File: config.mk
export PLATFORM = sky130hd
export DESIGN_NAME = integer_to_ascii_formatter_top_flat
export DESIGN_NICKNAME = d
export VERILOG_FILES = /design/src/rtl/core/itaf_pkg.sv /design/src/rtl/core/itaf_if.sv /design/src/rtl/core/itaf_front.sv /design/src/rtl/core/itaf_fifo.sv /design/src/rtl/core/itaf_conv.sv /design/src/rtl/core/itaf_emit.sv /design/src/rtl/core/integer_to_ascii_formatter_top.sv /design/src/flat_wrapper.sv
export SDC_FILE = /design/constraint.sdc
export NUM_CORES = 2
export LEC_CHECK = 0
export ABC_AREA = 0
export BUFFER_PORTS_ARGS = -buffer_cell sky130_fd_sc_hd__buf_2
export CORE_MARGIN = 5
export CORE_UTILIZATION = 62
export DETAILED_ROUTE_END_ITERATION = 12
export PLACE_DENSITY = 0.79
export SLEW_MARGIN = 20
export SYNTH_ARGS = -nofsm -noshare
export SYNTH_HDL_FRONTEND = slang
export SYNTH_SLANG_ARGS = --single-unit
File: constraint.sdc
create_clock -name i_clk -period 28 [get_ports i_clk]
set_input_delay 2.8 -clock i_clk [delete_from_list [all_inputs] [get_ports i_clk]]
set_output_delay 2.8 -clock i_clk [all_outputs]
set_load 0.02 [all_outputs]
File: src/rtl/core/itaf_pkg.sv
// Package for the integer-to-ASCII formatter: widths, codes, job and
// control structs, state types and the digit character function.
// No dependencies; every other file of the block depends on it.
package itaf_pkg;

    localparam int VALUE_W  = 64;
    localparam int RADIX_W  = 6;
    localparam int WIDTH_W  = 6;
    localparam int FLAG_W   = 5;
    localparam int CHAR_W   = 8;
    localparam int STATUS_W = 2;

    // Output cap in characters.
    localparam int MAX_CHARS = 64;

    // One digit cell per value bit covers base 2.
    localparam int NDIG       = VALUE_W;
    localparam int DIG_W      = RADIX_W;
    localparam int BIT_W      = $clog2(VALUE_W);
    localparam int CNT_W      = 7;
    localparam int ALIGN_STEP = 8;

    localparam int QDEPTH = 2;
    localparam int QPTR_W = 1;
    localparam int QCNT_W = 2;

    // Flag bit positions.
    localparam int FL_ZERO   = 0;
    localparam int FL_LEFT   = 1;
    localparam int FL_SPACE  = 2;
    localparam int FL_SIGNED = 3;
    localparam int FL_PREFIX = 4;

    localparam logic [RADIX_W-1:0] RADIX_MIN = 6'd2;
    localparam logic [RADIX_W-1:0] RADIX_MAX = 6'd36;
    localparam logic [RADIX_W-1:0] RADIX_OCT = 6'd8;
    localparam logic [RADIX_W-1:0] RADIX_HEX = 6'd16;

    localparam logic [1:0] PRE_LEN_NONE = 2'd0;
    localparam logic [1:0] PRE_LEN_OCT  = 2'd1;
    localparam logic [1:0] PRE_LEN_HEX  = 2'd2;

    localparam logic [STATUS_W-1:0] ST_OK      = 2'd0;
    localparam logic [STATUS_W-1:0] ST_BADBASE = 2'd1;
    localparam logic [STATUS_W-1:0] ST_TRUNC   = 2'd2;

    localparam logic [CHAR_W-1:0] CH_NUL     = 8'h00;
    localparam logic [CHAR_W-1:0] CH_SPACE   = 8'h20;
    localparam logic [CHAR_W-1:0] CH_MINUS   = 8'h2D;
    localparam logic [CHAR_W-1:0] CH_ZERO    = 8'h30;
    localparam logic [CHAR_W-1:0] CH_UPPER_A = 8'h41;
    localparam logic [CHAR_W-1:0] CH_X       = 8'h78;

    typedef struct packed {
        logic               err;
        logic               has_sign;
        logic               minus;
        logic [1:0]         pre_len;
        logic               zero;
        logic               left;
        logic [VALUE_W-1:0] mag;
        logic [RADIX_W-1:0] radix;
        logic [WIDTH_W-1:0] fw;
        logic [WIDTH_W-1:0] prec;
    } t_job;

    typedef struct packed {
        logic start;
        logic pop;
    } t_conv_ctl;

    typedef struct packed {
        logic             done;
        logic [CNT_W-1:0] nd;
    } t_conv_sts;

    typedef enum logic [1:0] {
        CV_IDLE,
        CV_RUN,
        CV_ALIGN,
        CV_DONE
    } t_conv_state;

    typedef enum logic [3:0] {
        EM_IDLE,
        EM_WAIT,
        EM_ERROR,
        EM_PREFIX,
        EM_LSPACE,
        EM_SIGN,
        EM_ZFILL,
        EM_PZERO,
        EM_DIGIT,
        EM_TSPACE
    } t_emit_state;

    function automatic logic [CHAR_W-1:0] digit_char(input logic [DIG_W-1:0] d);
        logic [CHAR_W-1:0] c;
        if (d < DIG_W'(10)) begin
            c = CH_ZERO + CHAR_W'(d);
        end else begin
            c = CH_UPPER_A + CHAR_W'(d) - CHAR_W'(10);
        end
        return c;
    endfunction

endpackage

File: src/rtl/core/itaf_if.sv
// Valid/ready channel interfaces of the formatter: request and character.
// Depends on itaf_pkg for the field widths.
interface itaf_in_if;
    logic                            valid;
    logic                            ready;
    logic [itaf_pkg::VALUE_W-1:0]    value;
    logic [itaf_pkg::RADIX_W-1:0]    radix;
    logic [itaf_pkg::WIDTH_W-1:0]    field_width;
    logic [itaf_pkg::WIDTH_W-1:0]    min_digits;
    logic [itaf_pkg::FLAG_W-1:0]     flag_bits;

    modport source (output valid, value, radix, field_width, min_digits, flag_bits,
                    input ready);
    modport sink (input valid, value, radix, field_width, min_digits, flag_bits,
                  output ready);
endinterface

interface itaf_out_if;
    logic                            valid;
    logic                            ready;
    logic [itaf_pkg::CHAR_W-1:0]     ch;
    logic                            last;
    logic [itaf_pkg::STATUS_W-1:0]   status;

    modport source (output valid, ch, last, status, input ready);
    modport sink (input valid, ch, last, status, output ready);
endinterface

File: src/rtl/core/itaf_front.sv
// Front end: accepts a request, checks the base, takes the magnitude and
// sign, resolves the flags and pushes one job into the queue.
// Depends on itaf_pkg and itaf_if.
module itaf_front (
    itaf_in_if.sink        i_in,
    input  logic           i_full,
    output logic           o_push,
    output itaf_pkg::t_job o_job
);
    import itaf_pkg::*;

    logic w_neg;

    assign i_in.ready = !i_full;
    assign o_push     = i_in.valid && !i_full;

    assign w_neg = i_in.flag_bits[FL_SIGNED] && i_in.value[VALUE_W-1];

    always_comb begin
        o_job.err      = (i_in.radix < RADIX_MIN) || (i_in.radix > RADIX_MAX);
        o_job.minus    = w_neg;
        o_job.has_sign = w_neg || (i_in.flag_bits[FL_SIGNED] && i_in.flag_bits[FL_SPACE]);
        o_job.left     = i_in.flag_bits[FL_LEFT];
        // Left alignment cancels zero fill.
        o_job.zero     = i_in.flag_bits[FL_ZERO] && !i_in.flag_bits[FL_LEFT];
        o_job.mag      = w_neg ? (~i_in.value) + VALUE_W'(1) : i_in.value;
        o_job.radix    = i_in.radix;
        o_job.fw       = i_in.field_width;
        o_job.prec     = i_in.min_digits;
        if (!i_in.flag_bits[FL_PREFIX]) begin
            o_job.pre_len = PRE_LEN_NONE;
        end else if (i_in.radix == RADIX_HEX) begin
            o_job.pre_len = PRE_LEN_HEX;
        end else if (i_in.radix == RADIX_OCT) begin
            o_job.pre_len = PRE_LEN_OCT;
        end else begin
            o_job.pre_len = PRE_LEN_NONE;
        end
    end

endmodule

File: src/rtl/core/itaf_fifo.sv
// Two-entry job queue between the front end and the back end.
// Depends on itaf_pkg for the job struct and the depth.
module itaf_fifo (
    input  logic           i_clk,
    input  logic           i_rst_n,
    input  logic           i_push,
    input  itaf_pkg::t_job i_din,
    output logic           o_full,
    input  logic           i_pop,
    output itaf_pkg::t_job o_dout,
    output logic           o_empty
);
    import itaf_pkg::*;

    t_job              r_mem [QDEPTH];
    logic [QPTR_W-1:0] r_wr;
    logic [QPTR_W-1:0] r_rd;
    logic [QCNT_W-1:0] r_cnt;

    always_ff @(posedge i_clk) begin
        if (!i_rst_n) begin
            r_wr  <= '0;
            r_rd  <= '0;
            r_cnt <= '0;
        end else begin
            if (i_push) begin
                r_wr <= r_wr + QPTR_W'(1);
            end
            if (i_pop) begin
                r_rd <= r_rd + QPTR_W'(1);
            end
            r_cnt <= r_cnt + QCNT_W'(i_push) - QCNT_W'(i_pop);
        end
    end

    always_ff @(posedge i_clk) begin
        if (i_push) begin
            r_mem[r_wr] <= i_din;
        end
    end

    assign o_dout  = r_mem[r_rd];
    assign o_full  = (r_cnt == QCNT_W'(QDEPTH));
    assign o_empty = (r_cnt == '0);

endmodule

File: src/rtl/core/itaf_conv.sv
// Digit converter: a row of base-b digit cells that doubles and adds one
// magnitude bit per cycle, then shifts the top digit to the last cell.
// Depends on itaf_pkg.
module itaf_conv (
    input  logic                         i_clk,
    input  logic                         i_rst_n,
    input  itaf_pkg::t_conv_ctl          i_ctl,
    input  logic [itaf_pkg::VALUE_W-1:0] i_mag,
    input  logic [itaf_pkg::RADIX_W-1:0] i_radix,
    output itaf_pkg::t_conv_sts          o_sts,
    output logic [itaf_pkg::DIG_W-1:0]   o_top_digit
);
    import itaf_pkg::*;

    t_conv_state        r_state;
    t_conv_state        n_state;
    logic [DIG_W-1:0]   r_dig [NDIG];
    logic [VALUE_W-1:0] r_mag;
    logic [DIG_W-1:0]   r_base;
    logic [BIT_W-1:0]   r_bit;
    logic [CNT_W-1:0]   r_nd;
    logic [CNT_W-1:0]   r_rem;

    logic [NDIG-1:0]    w_gen;
    logic [NDIG-1:0]    w_prop;
    logic [NDIG:0]      w_sum;
    logic [NDIG:0]      w_carry;
    logic [DIG_W-1:0]   w_next [NDIG];
    logic [CNT_W-1:0]   w_nd_new;

    // A cell generates a carry when twice its digit reaches the base, and
    // passes one through when twice its digit is one below the base. The
    // carry chain is then the carry vector of one wide add.
    always_comb begin
        for (int i = 0; i < NDIG; i++) begin
            w_gen[i]  = ({r_dig[i], 1'b0} >= {1'b0, r_base});
            w_prop[i] = ({r_dig[i], 1'b1} == {1'b0, r_base});
        end
        w_sum = {1'b0, w_gen | w_prop} + {1'b0, w_gen} + {{NDIG{1'b0}}, r_mag[VALUE_W-1]};
        w_carry[0] = r_mag[VALUE_W-1];
        for (int i = 1; i < NDIG; i++) begin
            w_carry[i] = w_sum[i] ^ w_prop[i];
        end
        w_carry[NDIG] = w_sum[NDIG];
        for (int i = 0; i < NDIG; i++) begin
            if (w_carry[i+1]) begin
                w_next[i] = DIG_W'({r_dig[i], w_carry[i]} - {1'b0, r_base});
            end else begin
                w_next[i] = {r_dig[i][DIG_W-2:0], w_carry[i]};
            end
        end
        w_nd_new = r_nd + CNT_W'(w_carry[r_nd]);
    end

    always_comb begin
        n_state = r_state;
        if (i_ctl.start) begin
            n_state = CV_RUN;
        end else begin
            case (r_state)
                CV_IDLE:  n_state = CV_IDLE;
                CV_RUN: begin
                    if (r_bit == '0) begin
                        n_state = CV_ALIGN;
                    end
                end
                CV_ALIGN: begin
                    if (r_rem == '0) begin
                        n_state = CV_DONE;
                    end
                end
                CV_DONE:  n_state = CV_DONE;
                default:  n_state = CV_IDLE;
            endcase
        end
    end

    always_comb begin
        o_sts.done  = (r_state == CV_DONE);
        o_sts.nd    = r_nd;
        o_top_digit = r_dig[NDIG-1];
    end

    always_ff @(posedge i_clk) begin
        if (!i_rst_n) begin
            r_state <= CV_IDLE;
        end else begin
            r_state <= n_state;
        end
    end

    always_ff @(posedge i_clk) begin
        if (i_ctl.start) begin
            r_mag  <= i_mag;
            r_base <= i_radix;
            r_bit  <= '1;
            r_nd   <= CNT_W'(1);
            for (int i = 0; i < NDIG; i++) begin
                r_dig[i] <= '0;
            end
        end else begin
            case (r_state)
                CV_RUN: begin
                    r_mag <= {r_mag[VALUE_W-2:0], 1'b0};
                    r_bit <= r_bit - BIT_W'(1);
                    r_nd  <= w_nd_new;
                    r_rem <= CNT_W'(NDIG) - w_nd_new;
                    for (int i = 0; i < NDIG; i++) begin
                        r_dig[i] <= w_next[i];
                    end
                end
                CV_ALIGN: begin
                    if (r_rem >= CNT_W'(ALIGN_STEP)) begin
                        r_rem <= r_rem - CNT_W'(ALIGN_STEP);
                        for (int i = ALIGN_STEP; i < NDIG; i++) begin
                            r_dig[i] <= r_dig[i-ALIGN_STEP];
                        end
                        for (int i = 0; i < ALIGN_STEP; i++) begin
                            r_dig[i] <= '0;
                        end
                    end else if (r_rem != '0) begin
                        r_rem <= r_rem - CNT_W'(1);
                        for (int i = 1; i < NDIG; i++) begin
                            r_dig[i] <= r_dig[i-1];
                        end
                        r_dig[0] <= '0;
                    end
                end
                CV_DONE: begin
                    if (i_ctl.pop) begin
                        for (int i = 1; i < NDIG; i++) begin
                            r_dig[i] <= r_dig[i-1];
                        end
                        r_dig[0] <= '0;
                    end
                end
                default: begin
                end
            endcase
        end
    end

endmodule

File: src/rtl/core/itaf_emit.sv
// Back-end sequencer: takes a job from the queue, runs the converter and
// walks the layout segments, one character per transaction.
// Depends on itaf_pkg and itaf_if.
module itaf_emit (
    input  logic                       i_clk,
    input  logic                       i_rst_n,
    input  itaf_pkg::t_job             i_job,
    input  logic                       i_q_empty,
    output logic                       o_q_pop,
    output itaf_pkg::t_conv_ctl        o_conv_ctl,
    input  itaf_pkg::t_conv_sts        i_conv_sts,
    input  logic [itaf_pkg::DIG_W-1:0] i_top_digit,
    itaf_out_if.source                 o_out
);
    import itaf_pkg::*;

    t_emit_state         r_state;
    t_emit_state         n_state;
    t_job                r_job;
    logic [CNT_W-1:0]    r_seg_cnt;
    logic [CNT_W-1:0]    r_emit_cnt;
    logic                r_ov;
    logic [CHAR_W-1:0]   r_ch;
    logic                r_last;
    logic [STATUS_W-1:0] r_status;

    logic [CNT_W-1:0]    w_prec_eff;
    logic [CNT_W-1:0]    w_body;
    logic [CNT_W-1:0]    w_fw;
    logic [CNT_W-1:0]    w_pad;
    logic [CNT_W-1:0]    w_total;
    logic                w_trunc;
    logic [CNT_W-1:0]    w_count;
    logic                w_last;
    logic                w_slot;
    logic                w_in_seg;
    logic                w_fire;
    logic [CNT_W-1:0]    w_len_next;
    logic [CHAR_W-1:0]   w_ch;

    // Line layout sizes; the digit count is stable once the converter is done.
    always_comb begin
        w_prec_eff = (i_conv_sts.nd > CNT_W'(r_job.prec)) ? i_conv_sts.nd : CNT_W'(r_job.prec);
        w_body     = CNT_W'(r_job.pre_len) + CNT_W'(r_job.has_sign) + w_prec_eff;
        w_fw       = CNT_W'(r_job.fw);
        w_pad      = (w_fw > w_body) ? w_fw - w_body : '0;
        w_total    = w_pad + w_body;
        w_trunc    = (w_total > CNT_W'(MAX_CHARS));
        w_count    = w_trunc ? CNT_W'(MAX_CHARS) : w_total;
        w_last     = (r_emit_cnt == w_count - CNT_W'(1));
    end

    assign w_slot   = !r_ov || o_out.ready;
    assign w_in_seg = (r_state == EM_PREFIX) || (r_state == EM_LSPACE) ||
                      (r_state == EM_SIGN)   || (r_state == EM_ZFILL)  ||
                      (r_state == EM_PZERO)  || (r_state == EM_DIGIT)  ||
                      (r_state == EM_TSPACE);
    assign w_fire   = w_slot && ((w_in_seg && (r_seg_cnt != '0)) || (r_state == EM_ERROR));

    always_comb begin
        n_state = r_state;
        case (r_state)
            EM_IDLE: begin
                if (!i_q_empty) begin
                    n_state = i_job.err ? EM_ERROR : EM_WAIT;
                end
            end
            EM_WAIT: begin
                if (i_conv_sts.done) begin
                    n_state = EM_PREFIX;
                end
            end
            EM_ERROR: begin
                if (w_fire) begin
                    n_state = EM_IDLE;
                end
            end
            EM_PREFIX, EM_LSPACE, EM_SIGN, EM_ZFILL, EM_PZERO, EM_DIGIT, EM_TSPACE: begin
                if (r_seg_cnt == '0) begin
                    case (r_state)
                        EM_PREFIX: n_state = EM_LSPACE;
                        EM_LSPACE: n_state = EM_SIGN;
                        EM_SIGN:   n_state = EM_ZFILL;
                        EM_ZFILL:  n_state = EM_PZERO;
                        EM_PZERO:  n_state = EM_DIGIT;
                        EM_DIGIT:  n_state = EM_TSPACE;
                        default:   n_state = EM_IDLE;
                    endcase
                end else if (w_fire && w_last) begin
                    n_state = EM_IDLE;
                end
            end
            default: n_state = EM_IDLE;
        endcase
    end

    always_comb begin
        o_q_pop          = (r_state == EM_IDLE) && !i_q_empty;
        o_conv_ctl.start = o_q_pop && !i_job.err;
        o_conv_ctl.pop   = w_fire && (r_state == EM_DIGIT);

        case (n_state)
            EM_PREFIX: w_len_next = CNT_W'(r_job.pre_len);
            EM_LSPACE: w_len_next = (!r_job.left && !r_job.zero) ? w_pad : '0;
            EM_SIGN:   w_len_next = CNT_W'(r_job.has_sign);
            EM_ZFILL:  w_len_next = r_job.zero ? w_pad : '0;
            EM_PZERO:  w_len_next = w_prec_eff - i_conv_sts.nd;
            EM_DIGIT:  w_len_next = i_conv_sts.nd;
            EM_TSPACE: w_len_next = r_job.left ? w_pad : '0;
            default:   w_len_next = '0;
        endcase

        case (r_state)
            EM_PREFIX: begin
                // Hex prefix: '0' then 'x'.
                if ((r_job.pre_len == PRE_LEN_HEX) && (r_seg_cnt == CNT_W'(1))) begin
                    w_ch = CH_X;
                end else begin
                    w_ch = CH_ZERO;
                end
            end
            EM_SIGN:   w_ch = r_job.minus ? CH_MINUS : CH_SPACE;
            EM_ZFILL:  w_ch = CH_ZERO;
            EM_PZERO:  w_ch = CH_ZERO;
            EM_DIGIT:  w_ch = digit_char(i_top_digit);
            EM_LSPACE: w_ch = CH_SPACE;
            EM_TSPACE: w_ch = CH_SPACE;
            default:   w_ch = CH_NUL;
        endcase
    end

    always_ff @(posedge i_clk) begin
        if (!i_rst_n) begin
            r_state <= EM_IDLE;
            r_ov    <= 1'b0;
        end else begin
            r_state <= n_state;
            if (w_fire) begin
                r_ov <= 1'b1;
            end else if (o_out.ready) begin
                r_ov <= 1'b0;
            end
        end
    end

    always_ff @(posedge i_clk) begin
        if (o_q_pop) begin
            r_job      <= i_job;
            r_emit_cnt <= '0;
        end else if (w_fire) begin
            r_emit_cnt <= r_emit_cnt + CNT_W'(1);
        end
        if (n_state != r_state) begin
            r_seg_cnt <= w_len_next;
        end else if (w_fire) begin
            r_seg_cnt <= r_seg_cnt - CNT_W'(1);
        end
        if (w_fire) begin
            r_ch <= w_ch;
            if (r_state == EM_ERROR) begin
                r_last   <= 1'b1;
                r_status <= ST_BADBASE;
            end else begin
                r_last   <= w_last;
                r_status <= w_trunc ? ST_TRUNC : ST_OK;
            end
        end
    end

    assign o_out.valid  = r_ov;
    assign o_out.ch     = r_ch;
    assign o_out.last   = r_last;
    assign o_out.status = r_status;

endmodule

File: src/rtl/core/integer_to_ascii_formatter_top.sv
// Integer-to-ASCII formatter. A request's first character follows its conversion,
// which steps through the magnitude bits in the bit-serial digit cells, then the
// alignment shifts and any empty layout segments ahead of it. The back end formats
// one request at a time and starts the next only once the last character of the
// previous one is issued; an invalid base yields a single transaction. The queue
// holds two requests. Reset clears the control state and the queue; no clearing pass.
module integer_to_ascii_formatter_top (
    input  logic     i_clk,
    input  logic     i_rst_n,
    itaf_in_if.sink  i_in,
    itaf_out_if.source o_out
);
    import itaf_pkg::*;

    logic                w_push;
    logic                w_full;
    logic                w_pop;
    logic                w_q_empty;
    t_job                w_job_in;
    t_job                w_job_head;
    t_conv_ctl           w_conv_ctl;
    t_conv_sts           w_conv_sts;
    logic [DIG_W-1:0]    w_top_digit;

    itaf_front u_front (
        .i_in   (i_in),
        .i_full (w_full),
        .o_push (w_push),
        .o_job  (w_job_in)
    );

    itaf_fifo u_fifo (
        .i_clk   (i_clk),
        .i_rst_n (i_rst_n),
        .i_push  (w_push),
        .i_din   (w_job_in),
        .o_full  (w_full),
        .i_pop   (w_pop),
        .o_dout  (w_job_head),
        .o_empty (w_q_empty)
    );

    itaf_conv u_conv (
        .i_clk       (i_clk),
        .i_rst_n     (i_rst_n),
        .i_ctl       (w_conv_ctl),
        .i_mag       (w_job_head.mag),
        .i_radix     (w_job_head.radix),
        .o_sts       (w_conv_sts),
        .o_top_digit (w_top_digit)
    );

    itaf_emit u_emit (
        .i_clk       (i_clk),
        .i_rst_n     (i_rst_n),
        .i_job       (w_job_head),
        .i_q_empty   (w_q_empty),
        .o_q_pop     (w_pop),
        .o_conv_ctl  (w_conv_ctl),
        .i_conv_sts  (w_conv_sts),
        .i_top_digit (w_top_digit),
        .o_out       (o_out)
    );

    // Digits are taken only from a finished conversion.
    a_pop_after_done: assert property (@(posedge i_clk) disable iff (!i_rst_n)
        w_conv_ctl.pop |-> w_conv_sts.done)
        else $error("digit taken before conversion finished");

    // A new conversion never reports done in the cycle after its start.
    a_start_clears_done: assert property (@(posedge i_clk) disable iff (!i_rst_n)
        w_conv_ctl.start |=> !w_conv_sts.done)
        else $error("converter done right after start");

    // An invalid base produces a single, final transaction.
    a_badbase_last: assert property (@(posedge i_clk) disable iff (!i_rst_n)
        (o_out.valid && (o_out.status == ST_BADBASE)) |-> o_out.last)
        else $error("invalid base result not marked last");

endmodule

File: src/flat_wrapper.sv
// flat-port wrapper written by rule: the top's interface ports become plain ports
module integer_to_ascii_formatter_top_flat import itaf_pkg::*;
  (i_clk, i_rst_n, i_in_valid, i_in_value, i_in_radix, i_in_field_width, i_in_min_digits, i_in_flag_bits, i_in_ready, o_out_valid, o_out_ch, o_out_last, o_out_status, o_out_ready);
  itaf_in_if i_in_i ();
  itaf_out_if o_out_i ();
  input  logic i_clk;
  input  logic i_rst_n;
  input wire logic [$bits(i_in_i.valid)-1:0] i_in_valid;
  input wire logic [$bits(i_in_i.value)-1:0] i_in_value;
  input wire logic [$bits(i_in_i.radix)-1:0] i_in_radix;
  input wire logic [$bits(i_in_i.field_width)-1:0] i_in_field_width;
  input wire logic [$bits(i_in_i.min_digits)-1:0] i_in_min_digits;
  input wire logic [$bits(i_in_i.flag_bits)-1:0] i_in_flag_bits;
  output wire logic [$bits(i_in_i.ready)-1:0] i_in_ready;
  output wire logic [$bits(o_out_i.valid)-1:0] o_out_valid;
  output wire logic [$bits(o_out_i.ch)-1:0] o_out_ch;
  output wire logic [$bits(o_out_i.last)-1:0] o_out_last;
  output wire logic [$bits(o_out_i.status)-1:0] o_out_status;
  input wire logic [$bits(o_out_i.ready)-1:0] o_out_ready;
  assign i_in_i.valid = i_in_valid;
  assign i_in_i.value = i_in_value;
  assign i_in_i.radix = i_in_radix;
  assign i_in_i.field_width = i_in_field_width;
  assign i_in_i.min_digits = i_in_min_digits;
  assign i_in_i.flag_bits = i_in_flag_bits;
  assign i_in_ready = i_in_i.ready;
  assign o_out_valid = o_out_i.valid;
  assign o_out_ch = o_out_i.ch;
  assign o_out_last = o_out_i.last;
  assign o_out_status = o_out_i.status;
  assign o_out_i.ready = o_out_ready;
  integer_to_ascii_formatter_top u_core (.i_clk(i_clk), .i_rst_n(i_rst_n), .i_in(i_in_i), .o_out(o_out_i));
endmodule
# Word-level counts from Yosys, hierarchy flattened
# Memory sizes are Yosys's and may differ from the RTL's. A register that Yosys moved wholly into a read port is not among the register bits.
# Cells that the tools add are included.
word_totals:
  regBits: 144
  word_cells: 1032
  n_memories: 2
  input_bits: 91
  out_inout_bits: 13
  ram_bits: 562
mem_list:
  columns: ["memory", "depth", "width", "rd", "rd_ports_with_merged_regs", "write_ports", "line", "rtl"]
  rows:
  - ["u_core.u_conv.r_dig", 64, 6, 64, 0, 64, "itaf_conv.sv:17", "logic [DIG_W-1:0] r_dig [NDIG];"]
  - ["u_core.u_fifo.r_mem", 2, 89, 1, 1, 1, "itaf_fifo.sv:15", "t_job r_mem [QDEPTH];"]
classes:
  bitwise_logic: 323
  n_reduce_logical: 48
  n_eq_ne: 95
  add_sub_neg: 87
  mux: 381
  magnitude_cmp: 72
ops:
  columns: ["op", "count"]
  rows:
  - ["two-way mux 6 bit", 320]
  - ["equality test 7 x 6 -> 1 bit", 64]
  - [">= comparator 7 x 6 -> 1 bit", 64]
  - ["subtractor 6 bit", 64]
  - ["OR 1 bit", 256]
  - ["two-way mux 64 bit", 3]
  - ["two-way mux 7 bit", 11]
  - ["adder 64 x 64 -> 65 bit", 1]
  - ["adder 65 x 1 -> 65 bit", 1]
  - ["adder 64 x 1 -> 64 bit, second input constant", 1]
  - ["NOT 64 bit", 1]
  - ["OR 64 bit", 1]
  - ["bitwise XOR 1 bit", 63]
  - ["case mux 7 bit (7 select lines)", 1]
  - ["case mux 8 bit (5 select lines)", 1]
  - ["equality test 4 x 3 -> 1 bit, second input constant", 8]
  - ["two-way mux 1 bit", 27]
  - ["two-way mux 4 bit", 6]
  - ["case mux 4 bit (6 select lines)", 1]
  - ["subtractor 7 x 1 -> 7 bit, second input constant", 3]
  - ["equality test 4 bit, second input constant", 4]
  - ["case mux 4 bit (4 select lines)", 1]
  - ["logical NOT 7 bit", 2]
  - ["case mux 7 bit (2 select lines)", 1]
  - ["52 further kinds", 101]

# Longest topological paths before layout
depth:
  word_depth: 17
  mapped_depth: 45
  ltp_nobuf: 43

# Cells and area by module
# From an unflattened synthesis, not the netlist that was laid out.
hier_totals:
  cells_unflattened: 6768
  area_unflattened_um2: 60997.3
modules_own_cells:
  columns: ["mod", "cells_per_inst", "instances", "seq_area_each_um2", "area_per_inst_um2"]
  rows:
  - ["itaf_conv", 5699, 1, 13182.6, 48083.6]
  - ["itaf_fifo", 298, 1, 5445.2, 6678.9]
  - ["itaf_emit", 513, 1, 1291.2, 4523.1]
  - ["itaf_front", 258, 1, 0.0, 1711.6]

# Worst setup path after synthesis
# Ideal clock, no wire load.
synth_timing:
  path_type: "register -> register"
  start: "register u_core.u_conv.r_base[1]"
  end: "register u_core.u_conv.r_rem[5], data pin"
  synth_period_minus_slack_ps: 11593
  slack_ps: 16407
  path_buffers: 1
  stages_incl_launch_ff: 33
  required_ps: 27730
  t_arrival_ps: 11323
  setup_ps: 270
  path_cell_list: "edfxtp_1 -> inv_1 -> ha_1 -> nand3b_1 -> a21oi_1 -> nor4_1 -> and2_1 -> ha_1 -> or3_1 -> nor3_1 -> o221ai_1 -> o311ai_2 -> o31ai_1 -> nor2_1 -> nor4bb_1 -> or4_1 -> clkbuf_1 -> or2_0 -> a31oi_1 -> nor3_1 -> a2bb2oi_1 -> o211ai_1 -> a211o_1 -> o41ai_2 -> ha_1 -> ha_1 -> xnor2_1 -> nand3_1 -> mux2i_1 -> o22ai_1 -> xnor2_1 -> nor2_1 -> a21oi_1"
synth_between:
  elab_chain_cells: 10
  elab_cells_between_ends: 199
  cone_classes: "4 x add/sub; 64 x order compare; 64 x eq/ne; 3 x mux; 64 x bitwise"
synth_rtl:
  columns: ["item", "line", "rtl"]
  rows:
  - ["from (decl)", "itaf_conv.sv:19", "logic [DIG_W-1:0] r_base;"]
  - ["from (signal assigned)", "itaf_conv.sv:95", "r_base <= i_radix;"]
  - [">= comparator 7 x 6 -> 1 bit / equality test 7 x 6 -> 1 bit (equally long branches)", "itaf_conv.sv:36, itaf_conv.sv:37", null]
  - ["OR 64 bit", "itaf_conv.sv:39", "w_sum = {1'b0, w_gen | w_prop} + {1'b0, w_gen} + {{NDIG{1'b0}}, r_mag[VALUE_W-1]};"]
  - ["adder 64 x 64 -> 65 bit", "itaf_conv.sv:39", null]
  - ["adder 65 x 1 -> 65 bit", "itaf_conv.sv:39", null]
  - ["bitwise XOR 1 bit", "itaf_conv.sv:42", "w_carry[i] = w_sum[i] ^ w_prop[i];"]
  - ["binary-select mux 1 bit (select 7 bit) *", "itaf_conv.sv:52", "w_nd_new = r_nd + CNT_W'(w_carry[r_nd]);"]
  - ["two-way mux 1 bit (implied by the code) *", "itaf_conv.sv:52", null]
  - ["adder 7 x 1 -> 7 bit *", "itaf_conv.sv:52", null]
  - ["subtractor 7 bit *", "itaf_conv.sv:107", "r_rem <= CNT_W'(NDIG) - w_nd_new;"]
  - ["case mux 7 bit (2 select lines) *", "itaf_conv.sv:102", "case (r_state)"]
  - ["to (signal assigned)", "itaf_conv.sv:107", null]
  - ["to (signal assigned)", "itaf_conv.sv:114", "r_rem <= r_rem - CNT_W'(ALIGN_STEP);"]
  - ["to (signal assigned)", "itaf_conv.sv:122", "r_rem <= r_rem - CNT_W'(1);"]
  - ["to (decl)", "itaf_conv.sv:22", "logic [CNT_W-1:0] r_rem;"]
# Mark *: on every way between the ends. The rest lies on a longest branch, timed or not. The select of a mux whose other input is x is not followed.
# A chain may end at the register's enable or synchronous reset.

# Worst setup path after layout
layout_timing:
  start: "register u_core.u_conv.r_nd[1]"
  end: "register u_core.u_emit.r_seg_cnt[6], data pin"
layout_between:
  elab_chain_cells: 17
  elab_cells_between_ends: 29
  cone_classes: "5 x add/sub; 3 x order compare; 9 x eq/ne; 11 x mux; 1 x reduce/logical"
layout_rtl:
  columns: ["item", "line", "rtl"]
  rows:
  - ["from (decl)", "itaf_conv.sv:21", "logic [CNT_W-1:0] r_nd;"]
  - ["from (signal assigned)", "itaf_conv.sv:106", "r_nd <= w_nd_new;"]
  - ["> comparator 7 x 6 -> 1 bit", "itaf_emit.sv:43", "w_prec_eff = (i_conv_sts.nd > CNT_W'(r_job.prec)) ? i_conv_sts.nd : CNT_W'(r_job.prec);"]
  - ["two-way mux 7 bit", "itaf_emit.sv:43", null]
  - ["adder 3 x 7 -> 7 bit", "itaf_emit.sv:44", "w_body = CNT_W'(r_job.pre_len) + CNT_W'(r_job.has_sign) + w_prec_eff;"]
  - ["subtractor 6 x 7 -> 7 bit / > comparator 6 x 7 -> 1 bit (equally long branches)", "itaf_emit.sv:46", "w_pad = (w_fw > w_body) ? w_fw - w_body : '0;"]
  - ["two-way mux 7 bit", "itaf_emit.sv:46", null]
  - ["adder 7 bit", "itaf_emit.sv:47", "w_total = w_pad + w_body;"]
  - ["> comparator 7 bit", "itaf_emit.sv:48", "w_trunc = (w_total > CNT_W'(MAX_CHARS));"]
  - ["two-way mux 7 bit", "itaf_emit.sv:49", "w_count = w_trunc ? CNT_W'(MAX_CHARS) : w_total;"]
  - ["subtractor 7 x 1 -> 7 bit", "itaf_emit.sv:50", "w_last = (r_emit_cnt == w_count - CNT_W'(1));"]
  - ["equality test 7 bit", "itaf_emit.sv:50", null]
  - ["logical AND 1 bit", "itaf_emit.sv:89", "end else if (w_fire && w_last) begin"]
  - ["two-way mux 4 bit", "itaf_emit.sv:89", null]
  - ["two-way mux 4 bit", "itaf_emit.sv:79", "if (r_seg_cnt == '0) begin"]
  - ["case mux 4 bit (4 select lines)", "itaf_emit.sv:62", "case (r_state)"]
  - ["equality test 4 bit, or another cell as far along", "itaf_emit.sv:102", "case (n_state)"]
  - ["case mux 7 bit (7 select lines)", "itaf_emit.sv:102", null]
  - ["two-way mux 7 bit *", "itaf_emit.sv:153", "if (n_state != r_state) begin"]
  - ["to (signal assigned)", "itaf_emit.sv:154", "r_seg_cnt <= w_len_next;"]
  - ["to (signal assigned)", "itaf_emit.sv:156", "r_seg_cnt <= r_seg_cnt - CNT_W'(1);"]
  - ["to (decl)", "itaf_emit.sv:20", "logic [CNT_W-1:0] r_seg_cnt;"]
# Mark *: on every way between the ends. The rest lies on a longest branch, timed or not.

==> impl_results.md <==
* Num rows at around 110
* Post-synthesis instance total at 6,669
* Die Wd at about 320 um
* Via count at roughly 54,000
* Run status: finished, final reports clean
* Register area share after synthesis at about 34%
* Starting density of the core at between 60% and 70%
* Ys async rst share at 0%
* Grt ovf at 0
* Setup Skew at around 56 ps
* Global-route wire length before repair at slightly below 300,000 um
* Cell Area, Synth at slightly below 60,000 sq um
* Wire per inst at around 24 um
* Min-Delay Path Depth at 2
* CP max-delay cell: dfxtp_2
* Tot GR Track Use at a little over a third
* Critical path endpoint category: flip-flop
* Register clock-pin slew on the reported worst setup and hold paths at 60 ps
* Startpoint types: flip-flop
* # hold bufs at CTS at 0
* Top_reg_cell synth: edfxtp_1
* Hold Path Class: flip-flop to flip-flop
* TritonCTS clock tree: done
* Layout cells sized above 1 at 7.24%
* Worst hold slack at 513 ps
* FMAX at 0.0917 GHz
* Number of hold violations in the final report at 0
* NumNets Final at just over 7,000
* # DRC at 0
* Synth Register Bits at roughly 700
* Final ANT Viol Nets at 0
* Post-Route Setup TNS at 0 ps
* RSZ-0062 raised after global routing: no
* Detailed-route vias per instance at roughly 6.7
* Total wire length at between 150,000 and 200,000 um
* Core ar. at around 94,000 sq um
* FF-to-FF path depth at 40
* Vias in the first global route at roughly 51,000
* Post-CTS setup buffers at 0
* Netlist cell types at between 100 and 150
* Synth warn at 0
* Post-synth EDFFs at 578
* Crit path required time at 28,420 ps
* Least-Margin Pin Slew at around 1300 ps
* DR pass1 iterations at 8
* Total stage count of the critical path at 40
* Placed wire-length estimate at ~130,000 um
* Crit Path Max Fanout at 35
* Worst Path Buf+Inv at 2
* Final clock period utilization by the worst path at slightly below 40%
* Clk root buf: clkbuf_16
* IO buf count at around 100
* Syn_area_per_cell at roughly 8.8 sq um
* Synthesized Nets at 7,261
* Starting DRT DRC Count at 5,983
* CTS sink cnt at roughly 710
* Die area at roughly 100,000 sq um
* Final min period at approximately 11,000 ps
* Rel. slew slack at around 12%
* Placer Congestion at about 1.0
* Placed cells at approximately 7,800
* H-Tree Depth at 3
* Top delay family on crit path: compound AO/OA/AOI/OAI gates
* Crit path DAT at around 11,000 ps
* Chip Height at ~320 um
* Final cell count without fillers at between 7,000 and 8,000
* Fillers at 7,645
* Resize count post-CTS at 0
* Final Max Tran Viols at 0
* Clk Latency, worst-skew pair at 690 ps
* Max-cap viol count at 0
* Initial antenna violation count at 6
* Max incr delay on CP at 940 ps
* Final setup violation count at 0
* I/O Pins at 104
* Area delta synth->final at 7.56%
* Clock Tree Buf Depth at 3
* Pin count of the biggest net entering global routing at 190
* Kind of critical path: flip-flop to flip-flop
* Num CTS Buffers at 83
==> synth_stat cells (all sizes together) (128+ instances only) <==
cell / number / area (sq um)
o21ai: 440 / 2200
ha: 432 / 5410
xnor2: 228 / 2050
edfxtp: 578 / 17400
inv: 265 / 995
a21oi: 743 / 3730
nor2: 781 / 2930
nand2: 555 / 2080
a211oi: 184 / 1390
dfxtp: 128 / 2560
clkbuf: 260 / 976
xor2: 205 / 1840
a21o: 193 / 1450
mux2i: 227 / 2270
==> flip-flops by register name, indices dropped and copies added (netlist names), named ones only <==
register / count
u_core.u_fifo.r_rd: 1
u_core.u_conv.r_state: 2
u_core.u_emit.r_state: 4
u_core.u_fifo.r_mem: 178
u_core.u_conv.r_rem: 7
u_core.u_conv.r_nd: 7
u_core.u_conv.r_dig: 384
u_core.u_emit.o_out.valid: 1
u_core.u_conv.r_mag: 64
u_core.u_emit.r_job: 18
u_core.u_emit.o_out.status: 2
u_core.u_emit.o_out.ch: 7
u_core.u_fifo.r_cnt: 2
u_core.u_fifo.r_wr: 1
u_core.u_conv.r_base: 6
u_core.u_emit.r_emit_cnt: 7
u_core.u_emit.r_seg_cnt: 7
u_core.u_conv.r_bit: 6
u_core.u_emit.o_out.last: 1
==> cells in the final DEF, fill, tap and decap left out, types with 101 or more instances in the layout <==
cell type  instances
inv_1            250
nand3_1          105
nand2_1          551
a21o_1           193
ha_1             432
o21ai_0          421
nor2b_1          114
nor2_1           778
dfxtp_1          126
buf_2            102
nor3_1           101
edfxtp_1         578
a211oi_1         182
xnor2_1          222
mux2i_1          227
xor2_1           198
a21oi_1          741
==> layout make-up <==
type,instances,area (sq um),share of cell area (%)
inverter,268,1020,1.62
clock inverter,50,492,0.780
timing repair buffer,192,1270,2.02
tap,1254,1570,2.49
antenna,6,15.0,0.0238
sequential,706,19900,31.6
multi-input combinational,5378,36600,58.0
clock buffer,101,2190,3.48
==> worst paths after layout <==
path,from,end,slack (ps)
max,u_core.u_conv.r_nd[1]$_SDFFE_PP0P_,u_core.u_emit.r_seg_cnt[6]$_DFFE_PP_,17090
min,u_core.u_conv.r_bit[5]$_SDFFE_PP1P_,u_core.u_conv.r_bit[5]$_SDFFE_PP1P_,510
max reg2reg,u_core.u_conv.r_nd[1]$_SDFFE_PP0P_,u_core.u_emit.r_seg_cnt[6]$_DFFE_PP_,17090
min reg2reg,u_core.u_conv.r_bit[5]$_SDFFE_PP1P_,u_core.u_conv.r_bit[5]$_SDFFE_PP1P_,510
==> metal layers <==
metal	track usage (%)	up-vias	share of wire, %
li1	-	24500	-
met1	46.3	25300	38
met2	57.8	3084	45
met3	6.32	711	9.9
met4	18.8	4	6.3
met5	0	-	0.014
==> worst register-to-register path, delay by kind of cell, from the launching register on <==
family | cells | cell delay (ps)
AOI/OAI and AO/OA | 17 | 4300
and+or+nand+nor | 13 | 2390
DFF | 1 | 940
adders and majority gates | 7 | 2530
buffers and inverters | 2 | 140
xor gates and xnor gates | 1 | 340
==> metrics by stage <==
step	utilization [%]	worst slack (ps)	instance area [sq um]
2_1_floorplan	-	16410	58600
3_3_place_gp	64.5	17390	60400
3_5_place_dp	64.5	17290	60400
4_1_cts	67.4	17260	63100
5_1_grt	67.4	16260	63100
6_report	67.4	17090	63100
==> cell families (layout without fill, tap and decap cells) <==
| logic type | after synthesis | after routing | share of synthesized area, % |
|---|---|---|---|
| AOI/OAI and AO/OA | 2075 | 2075 | 22.1 |
| xor gates and xnor gates | 433 | 433 | 6.63 |
| adders and majority gates | 501 | 501 | 11.6 |
| buffers and inverters | 585 | 611 | 3.85 |
| DFF | 706 | 706 | 34.0 |
| muxes | 267 | 267 | 4.76 |
| other | 1 | 7 | 0.00639 |
| and+or+nand+nor | 2101 | 2101 | 17.1 |
Power is left out: the tool's default activity adds up to more than one toggle a clock period on the data nets, which glitch-free logic cannot reach.
